--- config.mk ---
export PLATFORM = sky130hd
export DESIGN_NAME = char_lcd_decimal_writer
export DESIGN_NICKNAME = d
export VERILOG_FILES = /design/src/cldw_pkg.sv /design/src/char_lcd_decimal_writer.sv
export SDC_FILE = /design/constraint.sdc
export NUM_CORES = 1
export LEC_CHECK = 0
export BUFFER_PORTS_ARGS = -buffer_cell sky130_fd_sc_hd__buf_2
export CAP_MARGIN = 30
export CORE_MARGIN = 2
export CORE_UTILIZATION = 25
export CTS_BUF_LIST = sky130_fd_sc_hd__clkbuf_8
export CTS_CLUSTER_DIAMETER = 80
export DETAILED_ROUTE_END_ITERATION = 6
export GPL_TIMING_DRIVEN = 0
export HOLD_SLACK_MARGIN = 0.15
export PLACE_DENSITY_LB_ADDON = 0.1
export REMOVE_ABC_BUFFERS = 1
export SETUP_SLACK_MARGIN = 0.15
export SLEW_MARGIN = 20
export SYNTH_ARGS = -nofsm -noshare
export SYNTH_HDL_FRONTEND = slang
export SYNTH_SLANG_ARGS = --single-unit
--- constraint.sdc ---
create_clock -name clk -period 12.85 [get_ports clk]
set_clock_uncertainty 0.05 [all_clocks]
set_input_delay 1.9275 -clock clk [delete_from_list [all_inputs] [get_ports clk]]
set_output_delay 1.9275 -clock clk [all_outputs]
set_load 0.1 [all_outputs]
--- src/cldw_pkg.sv ---
package cldw_pkg;

  // display command set
  localparam logic [7:0] SET_ADDR_CMD  = 8'h80;
  localparam logic [7:0] LINE2_OFFSET  = 8'h40;
  localparam logic [7:0] ENTRY_DEC_CMD = 8'h04;
  localparam logic [7:0] ENTRY_INC_CMD = 8'h06;
  localparam logic [7:0] ASCII_ZERO    = 8'h30;
  localparam logic [3:0] LAST_COLUMN   = 4'd15;

  // request kinds
  localparam logic [1:0] REQ_CHAR   = 2'd0;
  localparam logic [1:0] REQ_NUMBER = 2'd1;
  localparam logic [1:0] REQ_GOTO   = 2'd2;
  localparam logic [1:0] REQ_RAW    = 2'd3;

  // decimal conversion sizes
  localparam int NUM_W     = 32;
  localparam int NDIGITS   = 10;
  localparam int BCD_W     = 4 * NDIGITS;
  localparam int BITCNT_W  = $clog2(NUM_W);
  localparam int DIGCNT_W  = $clog2(NDIGITS + 1);

  typedef logic [BCD_W-1:0] bcd_t;

  // go-to command for a row and column
  function automatic logic [7:0] goto_cmd(input logic row, input logic [3:0] col);
    goto_cmd = SET_ADDR_CMD | (row ? LINE2_OFFSET : 8'h00) | {4'h0, col};
  endfunction

  // one double-dabble step: add 3 to every digit of 5 or more
  function automatic bcd_t dabble_adjust(input bcd_t v);
    bcd_t r;
    r = v;
    for (int i = 0; i < NDIGITS; i++) begin
      if (v[4*i +: 4] >= 4'd5) begin
        r[4*i +: 4] = v[4*i +: 4] + 4'd3;
      end
    end
    dabble_adjust = r;
  endfunction

endpackage

--- src/char_lcd_decimal_writer.sv ---
// a character, go-to or raw command is taken in idle; its first bus write then passes
// the sequencer state register and the output register; a number first runs a
// bit-serial binary to bcd conversion; one request at a time, as the input is ready
// only in idle; conversion shifts one bit per cycle; one output register holds each write
// reset: rst_n low on a rising edge clears the sequencer, output valid and the cursor
// to row 0, column 0
module char_lcd_decimal_writer
  import cldw_pkg::*;
(
  input  logic        clk,
  input  logic        rst_n,
  // request channel
  input  logic        in_tvalid,
  output logic        in_tready,
  input  logic [47:0] in_tdata,   // payload_byte[7:0], number[39:8], row[40],
                                  // column[44:41], right_to_left[45], zero fill[47:46]
  input  logic [1:0]  in_tuser,   // req_type[1:0]
  // bus write channel
  output logic        out_tvalid,
  input  logic        out_tready,
  output logic [7:0]  out_tdata,  // bus_byte[7:0]
  output logic        out_tuser,  // is_data[0]
  output logic        out_tlast   // last write of the request
);

  // sequencer states
  localparam logic [3:0] S_IDLE  = 4'd0;
  localparam logic [3:0] S_CONV  = 4'd1;  // bit-serial double-dabble
  localparam logic [3:0] S_GOTO  = 4'd2;  // requested go-to
  localparam logic [3:0] S_DEC   = 4'd3;  // entry mode: cursor moves left
  localparam logic [3:0] S_SKIP  = 4'd4;  // drop leading zero digits
  localparam logic [3:0] S_DIGIT = 4'd5;  // one data write
  localparam logic [3:0] S_WRAP  = 4'd6;  // go-to after stepping off a line end
  localparam logic [3:0] S_INC   = 4'd7;  // entry mode back to rightward
  localparam logic [3:0] S_RAW   = 4'd8;

  logic [3:0]          state_r, state_nxt;
  logic [1:0]          kind_r, kind_nxt;
  logic [7:0]          payload_r, payload_nxt;
  logic [NUM_W-1:0]    num_r, num_nxt;
  logic                trow_r, trow_nxt;
  logic [3:0]          tcol_r, tcol_nxt;
  logic                rtl_r, rtl_nxt;
  logic                zero_r, zero_nxt;
  logic                more_r, more_nxt;
  bcd_t                bcd_r, bcd_nxt;
  logic [BITCNT_W-1:0] bitcnt_r, bitcnt_nxt;
  logic [DIGCNT_W-1:0] digcnt_r, digcnt_nxt;
  logic                crow_r, crow_nxt;
  logic [3:0]          ccol_r, ccol_nxt;

  logic                out_valid_r, out_valid_nxt;
  logic [7:0]          out_byte_r, out_byte_nxt;
  logic                out_data_r, out_data_nxt;
  logic                out_last_r, out_last_nxt;

  // write requested by the sequencer this cycle
  logic       emit_req;
  logic [7:0] emit_byte;
  logic       emit_data;
  logic       emit_last;
  logic       can_emit;
  logic       fire;

  // digit handling
  logic       leftward;
  logic [3:0] digit;
  logic       more_now;
  logic       wrap_now;
  logic       need_inc;
  bcd_t       bcd_adj;

  assign in_tready  = (state_r == S_IDLE);
  assign out_tvalid = out_valid_r;
  assign out_tdata  = out_byte_r;
  assign out_tuser  = out_data_r;
  assign out_tlast  = out_last_r;

  // the output register frees up in the same cycle it is taken
  assign can_emit = !out_valid_r || out_tready;
  assign fire     = emit_req && can_emit;

  assign leftward = (kind_r == REQ_NUMBER) && rtl_r;
  assign need_inc = (kind_r == REQ_NUMBER) && rtl_r && !zero_r;
  assign digit    = rtl_r ? bcd_r[3:0] : bcd_r[BCD_W-1 -: 4];
  assign bcd_adj  = dabble_adjust(bcd_r);

  // any digits left after the one going out now
  always_comb begin
    if (kind_r != REQ_NUMBER) begin
      more_now = 1'b0;
    end else if (rtl_r) begin
      more_now = (bcd_r[BCD_W-1:4] != '0);
    end else begin
      more_now = (digcnt_r > DIGCNT_W'(1));
    end
  end

  assign wrap_now = leftward ? (ccol_r == 4'd0) : (ccol_r == LAST_COLUMN);

  // write for the current state
  always_comb begin
    emit_req  = 1'b0;
    emit_byte = 8'h00;
    emit_data = 1'b0;
    emit_last = 1'b0;
    unique case (state_r)
      S_GOTO: begin
        emit_req  = 1'b1;
        emit_byte = goto_cmd(trow_r, tcol_r);
        emit_last = (kind_r == REQ_GOTO);
      end
      S_DEC: begin
        emit_req  = 1'b1;
        emit_byte = ENTRY_DEC_CMD;
      end
      S_DIGIT: begin
        emit_req  = 1'b1;
        emit_data = 1'b1;
        emit_byte = (kind_r == REQ_NUMBER) ? (ASCII_ZERO | {4'h0, digit}) : payload_r;
        emit_last = !wrap_now && !more_now && !need_inc;
      end
      S_WRAP: begin
        emit_req  = 1'b1;
        emit_byte = goto_cmd(!crow_r, leftward ? LAST_COLUMN : 4'd0);
        emit_last = !more_r && !need_inc;
      end
      S_INC: begin
        emit_req  = 1'b1;
        emit_byte = ENTRY_INC_CMD;
        emit_last = 1'b1;
      end
      S_RAW: begin
        emit_req  = 1'b1;
        emit_byte = payload_r;
        emit_last = 1'b1;
      end
      default: begin
        emit_req = 1'b0;
      end
    endcase
  end

  // sequencer
  always_comb begin
    state_nxt   = state_r;
    kind_nxt    = kind_r;
    payload_nxt = payload_r;
    num_nxt     = num_r;
    trow_nxt    = trow_r;
    tcol_nxt    = tcol_r;
    rtl_nxt     = rtl_r;
    zero_nxt    = zero_r;
    more_nxt    = more_r;
    bcd_nxt     = bcd_r;
    bitcnt_nxt  = bitcnt_r;
    digcnt_nxt  = digcnt_r;
    crow_nxt    = crow_r;
    ccol_nxt    = ccol_r;

    unique case (state_r)
      S_IDLE: begin
        if (in_tvalid) begin
          kind_nxt    = in_tuser;
          payload_nxt = in_tdata[7:0];
          num_nxt     = in_tdata[39:8];
          trow_nxt    = in_tdata[40];
          tcol_nxt    = in_tdata[44:41];
          rtl_nxt     = in_tdata[45];
          bcd_nxt     = '0;
          bitcnt_nxt  = '0;
          digcnt_nxt  = DIGCNT_W'(NDIGITS);
          unique case (in_tuser)
            REQ_CHAR:   state_nxt = S_DIGIT;
            REQ_NUMBER: state_nxt = S_CONV;
            REQ_GOTO:   state_nxt = S_GOTO;
            default:    state_nxt = S_RAW;
          endcase
        end
      end
      S_CONV: begin
        // adjust, then shift in the next binary bit, msb first
        bcd_nxt    = {bcd_adj[BCD_W-2:0], num_r[NUM_W-1]};
        num_nxt    = {num_r[NUM_W-2:0], 1'b0};
        bitcnt_nxt = bitcnt_r + 1'b1;
        if (bitcnt_r == BITCNT_W'(NUM_W - 1)) begin
          zero_nxt  = ({bcd_adj[BCD_W-2:0], num_r[NUM_W-1]} == '0);
          state_nxt = S_GOTO;
        end
      end
      S_GOTO: begin
        if (fire) begin
          crow_nxt = trow_r;
          ccol_nxt = tcol_r;
          if (kind_r == REQ_GOTO) begin
            state_nxt = S_IDLE;
          end else if (rtl_r && !zero_r) begin
            state_nxt = S_DEC;
          end else if (rtl_r) begin
            state_nxt = S_DIGIT;
          end else begin
            state_nxt = S_SKIP;
          end
        end
      end
      S_DEC: begin
        if (fire) begin
          state_nxt = S_DIGIT;
        end
      end
      S_SKIP: begin
        if (bcd_r[BCD_W-1 -: 4] == 4'd0 && digcnt_r > DIGCNT_W'(1)) begin
          bcd_nxt    = {bcd_r[BCD_W-5:0], 4'h0};
          digcnt_nxt = digcnt_r - 1'b1;
        end else begin
          state_nxt = S_DIGIT;
        end
      end
      S_DIGIT: begin
        if (fire) begin
          more_nxt = more_now;
          if (rtl_r) begin
            bcd_nxt = {4'h0, bcd_r[BCD_W-1:4]};
          end else begin
            bcd_nxt = {bcd_r[BCD_W-5:0], 4'h0};
          end
          digcnt_nxt = digcnt_r - 1'b1;
          if (wrap_now) begin
            state_nxt = S_WRAP;
          end else begin
            ccol_nxt = leftward ? ccol_r - 4'd1 : ccol_r + 4'd1;
            if (more_now) begin
              state_nxt = S_DIGIT;
            end else if (need_inc) begin
              state_nxt = S_INC;
            end else begin
              state_nxt = S_IDLE;
            end
          end
        end
      end
      S_WRAP: begin
        if (fire) begin
          crow_nxt = !crow_r;
          ccol_nxt = leftward ? LAST_COLUMN : 4'd0;
          if (more_r) begin
            state_nxt = S_DIGIT;
          end else if (need_inc) begin
            state_nxt = S_INC;
          end else begin
            state_nxt = S_IDLE;
          end
        end
      end
      S_INC, S_RAW: begin
        if (fire) begin
          state_nxt = S_IDLE;
        end
      end
      default: begin
        state_nxt = S_IDLE;
      end
    endcase
  end

  // output register
  always_comb begin
    out_valid_nxt = out_valid_r;
    out_byte_nxt  = out_byte_r;
    out_data_nxt  = out_data_r;
    out_last_nxt  = out_last_r;
    if (fire) begin
      out_valid_nxt = 1'b1;
      out_byte_nxt  = emit_byte;
      out_data_nxt  = emit_data;
      out_last_nxt  = emit_last;
    end else if (out_tready) begin
      out_valid_nxt = 1'b0;
    end
  end

  // control state
  always_ff @(posedge clk) begin
    if (!rst_n) begin
      state_r     <= S_IDLE;
      crow_r      <= 1'b0;
      ccol_r      <= 4'd0;
      out_valid_r <= 1'b0;
    end else begin
      state_r     <= state_nxt;
      crow_r      <= crow_nxt;
      ccol_r      <= ccol_nxt;
      out_valid_r <= out_valid_nxt;
    end
  end

  // payload and working registers
  always_ff @(posedge clk) begin
    kind_r     <= kind_nxt;
    payload_r  <= payload_nxt;
    num_r      <= num_nxt;
    trow_r     <= trow_nxt;
    tcol_r     <= tcol_nxt;
    rtl_r      <= rtl_nxt;
    zero_r     <= zero_nxt;
    more_r     <= more_nxt;
    bcd_r      <= bcd_nxt;
    bitcnt_r   <= bitcnt_nxt;
    digcnt_r   <= digcnt_nxt;
    out_byte_r <= out_byte_nxt;
    out_data_r <= out_data_nxt;
    out_last_r <= out_last_nxt;
  end

endmodule

==> results.py, run 1 <==
metrics = {
    "run_status": {
        "status": "finished, final reports clean",
    },
    "global_route": {
        "track_usage_pct": 13.7,
        "grtUsageMet2_pct": 22.1,
        "grt_pass1_vias": 5572,
        "use_met1_pct": 18.2,
        "grt_overflow": 0,
        "met3_usage_pct": 3.50,
        "busiest_layer": "met2",
        "antenna_found_initial": 1,
        "grt_pass1_wl_um": 30500,
        "grt_max_degree": 69,
    },
    "logic_synthesis": {
        "synth-seq-cells": 119,
        "synthTopCellsByArea": "edfxtp_1 (48%), nand2_1 (7.0%), ha_1 (6.2%)",
        "synth-edff-count": 109,
        "synthCells": 681,
        "synth_top_family_by_area": "simple AND/OR/NAND/NOR gates",
        "synth_xor_area_share_pct": 2.04,
        "synth_top_cell_by_area": "edfxtp_1",
        "synthSimpleGateAreaFrac_pct": 19.9,
        "netlist_area_mm2": 0.00687,
        "seq_area_frac_synth_pct": 50.6,
        "synth_top_area_share_pct": 47.7,
        "ys_types": 60,
        "synth_compound_area_share_pct": 14.7,
        "synth.mux.area_fraction_pct": 2.62,
        "synth_ff_type": "edfxtp_1",
        "avgSynthCellArea_um2": 10.1,
        "synthAdderAreaFrac_pct": 6.48,
        "ys_warn_count": 0,
        "synthArstFlopShare_pct": 0,
    },
    "route": {
        "antenna_left": 0,
        "wirelength_um": 19100,
        "drc": 0,
        "vias": 5427,
        "wire_per_inst_um": 17.4,
        "drtIter0Drc": 380,
        "drtPass1Iterations": 4,
        "vias_per_cell": 4.95,
    },
    "run": {
        "maxCapViolations": 0,
    },
    "setup_path": {
        "cp.arrival_ps": 2140,
        "start_kind": "flop",
        "crit_path_end_kind": "output port",
        "reg2reg_depth": 5,
        "crit_path_max_fanout": 22,
        "reg2reg_from": "state_r[2]",
        "endpoint": "in_tready",
        "startpoint": "state_r[2]",
        "worst-endpoint-required_ps": 10870,
        "r2r_slack_ps": 9560,
        "crit_type": "flop to output port",
        "reg2reg_to": "num_r[4]",
    },
    "finish": {
        "fillerInstances": 2819,
        "syn_to_final_growth_pct": 17.7,
        "multi_input_area_mm2": 0.00318,
        "fin_cells": 1097,
        "antenna-diode-count": 0,
        "fin_area_mm2": 0.00808,
        "final_layout_size_suffix_gt1_share_pct": 16.0,
        "seqCellArea_mm2": 0.00347,
        "finalNetCount": 832,
    },
    "clock_tree": {
        "cts_root_buf": "clkbuf_8",
        "cts_tree": "built",
        "clkTransAtPathRegs_ps": 80,
        "post_cts_resized": 0,
        "clk_path_buf_depth": 2,
        "htree_num_levels": 4,
        "clk_latency_ps": 450,
        "cts_buffers": 17,
        "cts_sinks": 119,
        "cts_setup_buffers": 0,
        "ctsHoldBuffers": 0,
    },
    "timing": {
        "period_share_pct": 32.1,
        "rsz0062_at_grt": "false",
        "fin_crit_ps": 4120,
        "slew-limit-headroom_pct": 39.3,
        "tightest_slew_ps": 911,
        "hold_viol_final": 0,
        "drv_slew": 0,
        "setup_ws_ps": 8730,
        "setup_tns_ps": 0,
        "finalSetupViolations": 0,
        "fmax_ghz": 0.243,
    },
    "min_path": {
        "hold_class": "flop to flop",
    },
    "power_and_ir_drop": {
        "max-vdd-ir-drop_mv": 0.0554,
        "p_leak_uw": 0.00312,
        "power_uw": 2160,
        "powerDensity_mw_per_mm2": 268,
    },
    "place": {
        "hpwl_um": 13600,
        "place_congestion": 0.835,
        "io_buffers": 63,
        "placed_area_mm2": 0.00765,
        "dp_slack_ps": 8710,
        "dp.cells": 1064,
    },
    "die": {
        "die_w_um": 170,
        "io_pins": 66,
        "core_mm2": 0.0270,
        "die_area_mm2": 0.0288,
        "start_util_pct": 25.5,
        "rows": 60,
        "fp.dieH_um": 170,
    },
}
[critical path: stages, from the launching register on]
cell     delay (ps)
dfxtp_1         570
nor2_1          430
nand2_1         140
inv_1           130
buf_2           440
[routing by layer]
metal	vias up	part of all wire, %
met1	2645	47
met4	0	1.7
li1	2620	-
met3	20	5.0
met2	142	46
met5	-	0
[cell type report]
cell class | instances | share of cell area, %
Sequential cell | 119 | 43.0
Multi-Input combinational cell | 498 | 39.4
Timing Repair Buffer | 74 | 5.59
Tap cell | 341 | 5.28
Clock buffer | 17 | 2.89
Clock inverter | 15 | 2.37
Inverter | 33 | 1.53
[flip-flops by register name (all words and copies together), names as in the netlist]
register and cells:
out_tvalid 1, more_r 1, digcnt_r 4, tcol_r 4, crow_r 1, state_r 4, zero_r 1, trow_r 1
out_tuser 1, payload_r 8, bitcnt_r 5, out_tlast 1, ccol_r 4, rtl_r 1, kind_r 2, num_r 32
bcd_r 40, out_tdata 8
[logic make-up (layout without fill, tap and decap cells)]
kind of cell	Yosys count	in the layout
flops	119	119
xor+xnor	16	16
buf+inv	64	139
mux	17	17
compound gates	152	152
simple gates	278	278
fa+ha+maj	35	35
[cell usage in the layout, fill, tap and decap left out, types with 4 or more instances in the layout]
cell type  count
clkinv_4       4
mux2i_1       12
a22oi_1       19
o21ai_0       39
edfxtp_1     109
clkbuf_8      17
a21oi_1       42
ha_1          34
nand3_1       10
nand2b_1      18
and2_1         7
dfxtp_1       10
inv_6          5
inv_1         32
nand2_1      128
a221o_1       11
a22o_1         5
buf_2         63
mux2_2         4
nor2b_1       12
nor3b_1       19
nor2_1        34
nand4_1        5
xnor2_1       15
nor4_1         7
o211ai_1       6
buf_6          4
and3_1         5
nor3_1        11
[metrics by stage]
step / util, % / hold WS, ps
floorplan: - / 386
finish: 30.0 / 412
global route: 30.0 / 446
CTS: 30.0 / 416
global placement: 27.8 / 398
detailed placement: 28.4 / 404
[power by group]
part           switching, µW  leakage, µW  total (µW)  internal (µW)
sequential               185      0.00116         864            679
combinational            613      0.00176         922            309
clock                    182     0.000204         378            196
total                    980      0.00312        2160           1180
[worst min-delay path by stage]
stage / from / end / slack, ps / cells past startpoint
2_1_floorplan: crow_r / crow_r / 390 / 2
3_3_place_gp: crow_r / crow_r / 400 / 2
3_5_place_dp: crow_r / crow_r / 400 / 2
4_1_cts: crow_r / crow_r / 420 / 2
5_1_grt: crow_r / crow_r / 450 / 2
6_report: crow_r / crow_r / 410 / 2
[synth_stat cells (3+ instances only)]
cell type	number
dfxtp_1	10
buf_1	4
nand4_1	5
nand4b_1	3
a21oi_1	42
and2_1	8
ha_1	34
xnor2_1	15
mux2i_1	12
nor2_1	34
edfxtp_1	109
a221oi_1	4
a22oi_1	19
o211ai_1	6
or4_1	3
buf_2	9
nand3_1	10
mux2_2	4
nand2b_1	18
a221o_1	11
a22o_1	5
o211a_1	3
nor4_1	7
and3_1	5
clkbuf_1	18
inv_1	32
nor3b_1	19
nor2b_1	12
nand2_1	129
or3_1	3
nor3_1	12
o21ai_0	39
Power figures use the tool's default switching activity.
==> run 2, diff against run 1 <==
clock period = 3.5 ns   (was 12.85 ns; I/O delays follow)
==> results.py, run 2 (synthesis gave the netlist of run 1 again) <==
metrics = {
    "run_status": {
        "status": "finished, final reports clean",
    },
    "setup_path": {
        "crit_slowest_cell": "dfxtp_1",
        "slowest_delay_ps": 870,
        "cp.arrival_ps": 3150,
        "start_kind": "flop",
        "path_cells": "or4b_1, o21ai_0, nand2_1, a221oi_4, nor2b_1",
        "worst-endpoint-required_ps": 3540,
        "crit_path_max_fanout": 21,
        "crit_family": "simple AND/OR/NAND/NOR gates",
        "crit_buf_inv": 0,
        "crit_path_end_kind": "flop",
        "crit_type": "flop to flop",
    },
    "finish": {
        "layout_commonest_cell": "nand2_1",
        "fin_area_mm2": 0.00809,
        "antenna-diode-count": 0,
        "reg.largest.list": "bcd_r: 40 flops, num_r: 32 flops",
        "largest_register_ffs": 40,
        "syn_to_final_growth_pct": 17.7,
        "mostFrequentLayoutCells": "nand2_1 (128), edfxtp_1 (109), buf_2 (63), a21oi_1 (42), o21ai_0 (39)",
        "final_layout_size_suffix_gt1_share_pct": 16.1,
        "fin_cells": 1097,
        "finalNetCount": 832,
        "largest_register": "bcd_r",
    },
    "global_route": {
        "grt_max_degree": 69,
        "grt_overflow": 0,
        "grt_pass1_wl_um": 30500,
        "grtUsageMet2_pct": 22.1,
        "met3_usage_pct": 3.50,
        "grt_pass1_vias": 5572,
        "antenna_found_initial": 0,
        "track_usage_pct": 13.7,
        "busiest_layer": "met2",
        "use_met1_pct": 18.2,
    },
    "die": {
        "fp.dieH_um": 170,
        "die_area_mm2": 0.0288,
        "io_pins": 66,
        "rows": 60,
        "start_util_pct": 25.5,
        "die_w_um": 170,
        "core_mm2": 0.0270,
    },
    "power_and_ir_drop": {
        "max-vdd-ir-drop_mv": 0.203,
        "p_leak_uw": 0.00312,
        "powerDensity_mw_per_mm2": 982,
    },
    "place": {
        "hpwl_um": 13600,
        "dp_slack_ps": 105,
        "place_congestion": 0.835,
        "placed_area_mm2": 0.00765,
        "dp.cells": 1064,
        "io_buffers": 63,
    },
    "timing": {
        "drv_slew": 0,
        "slew-limit-headroom_pct": 39.8,
        "rsz0062_at_grt": "false",
        "setup_ws_ps": 386,
        "fin_crit_ps": 3110,
        "finalSetupViolations": 0,
        "tightest_slew_ps": 903,
        "setup_tns_ps": 0,
        "hold_viol_final": 0,
        "fmax_ghz": 0.321,
        "period_share_pct": 89.0,
    },
    "clock_tree": {
        "cts_sinks": 119,
        "clk_latency_ps": 450,
        "cts_tree": "built",
        "post_cts_resized": 1,
        "clk_path_buf_depth": 2,
        "cts_buffers": 17,
        "clkTransAtPathRegs_ps": 80,
        "cts_setup_buffers": 0,
        "htree_num_levels": 4,
        "ctsHoldBuffers": 0,
        "cts_root_buf": "clkbuf_8",
    },
    "route": {
        "vias_per_cell": 4.93,
        "drc": 0,
        "antenna_left": 0,
        "drtPass1Iterations": 4,
        "wire_per_inst_um": 17.4,
        "drtIter0Drc": 367,
        "wirelength_um": 19100,
        "vias": 5412,
    },
    "min_path": {
        "hold_class": "input port to flop",
    },
    "run": {
        "maxCapViolations": 0,
    },
}
==> run 2: cell counts in the layout (fill, tap and decap cells not counted) <==
No cell type changed its count.
==> run 2: metal layers <==
layer  wire length [µm]  up-vias
li1                   -     2622
met1               9050     2626
met2               8770      146
met3                946       18
met4                297        0
met5                  0        -
==> run 2: final timing paths <==
check | startpoint | endpoint | slack [ps] | depth (start not counted)
setup / recovery | state_r[3] | digcnt_r[1] | 390 | 5
hold / removal | in_tdata[43] | tcol_r[2] | 210 | 1
setup reg to reg | state_r[3] | digcnt_r[1] | 390 | 5
hold reg to reg | crow_r | crow_r | 410 | 2
==> run 2: through the flow <==
stage                     power, µW  hold slack [ps]  utilization, %
after CTS                      8040              179            30.0
final                          7950              215            30.0
after floorplan                5300              386               -
after global routing           8520              166            30.0
after global placement         6320              398            27.8
after detailed placement       6610              404            28.4
==> run 2: power breakdown <==
part | internal [µW] | switching, µW
combinational | 1140 | 2250
clock | 720 | 669
sequential | 2490 | 677
total | 4350 | 3600
==> run 2: cell type report <==
type	count	area, µm²
Clock inverter	15	191
Timing Repair Buffer	74	452
Inverter	33	124
Multi-Input combinational cell	498	3190
Tap cell	341	427
Sequential cell	119	3470
Fill cell	2818	18900
Clock buffer	17	234
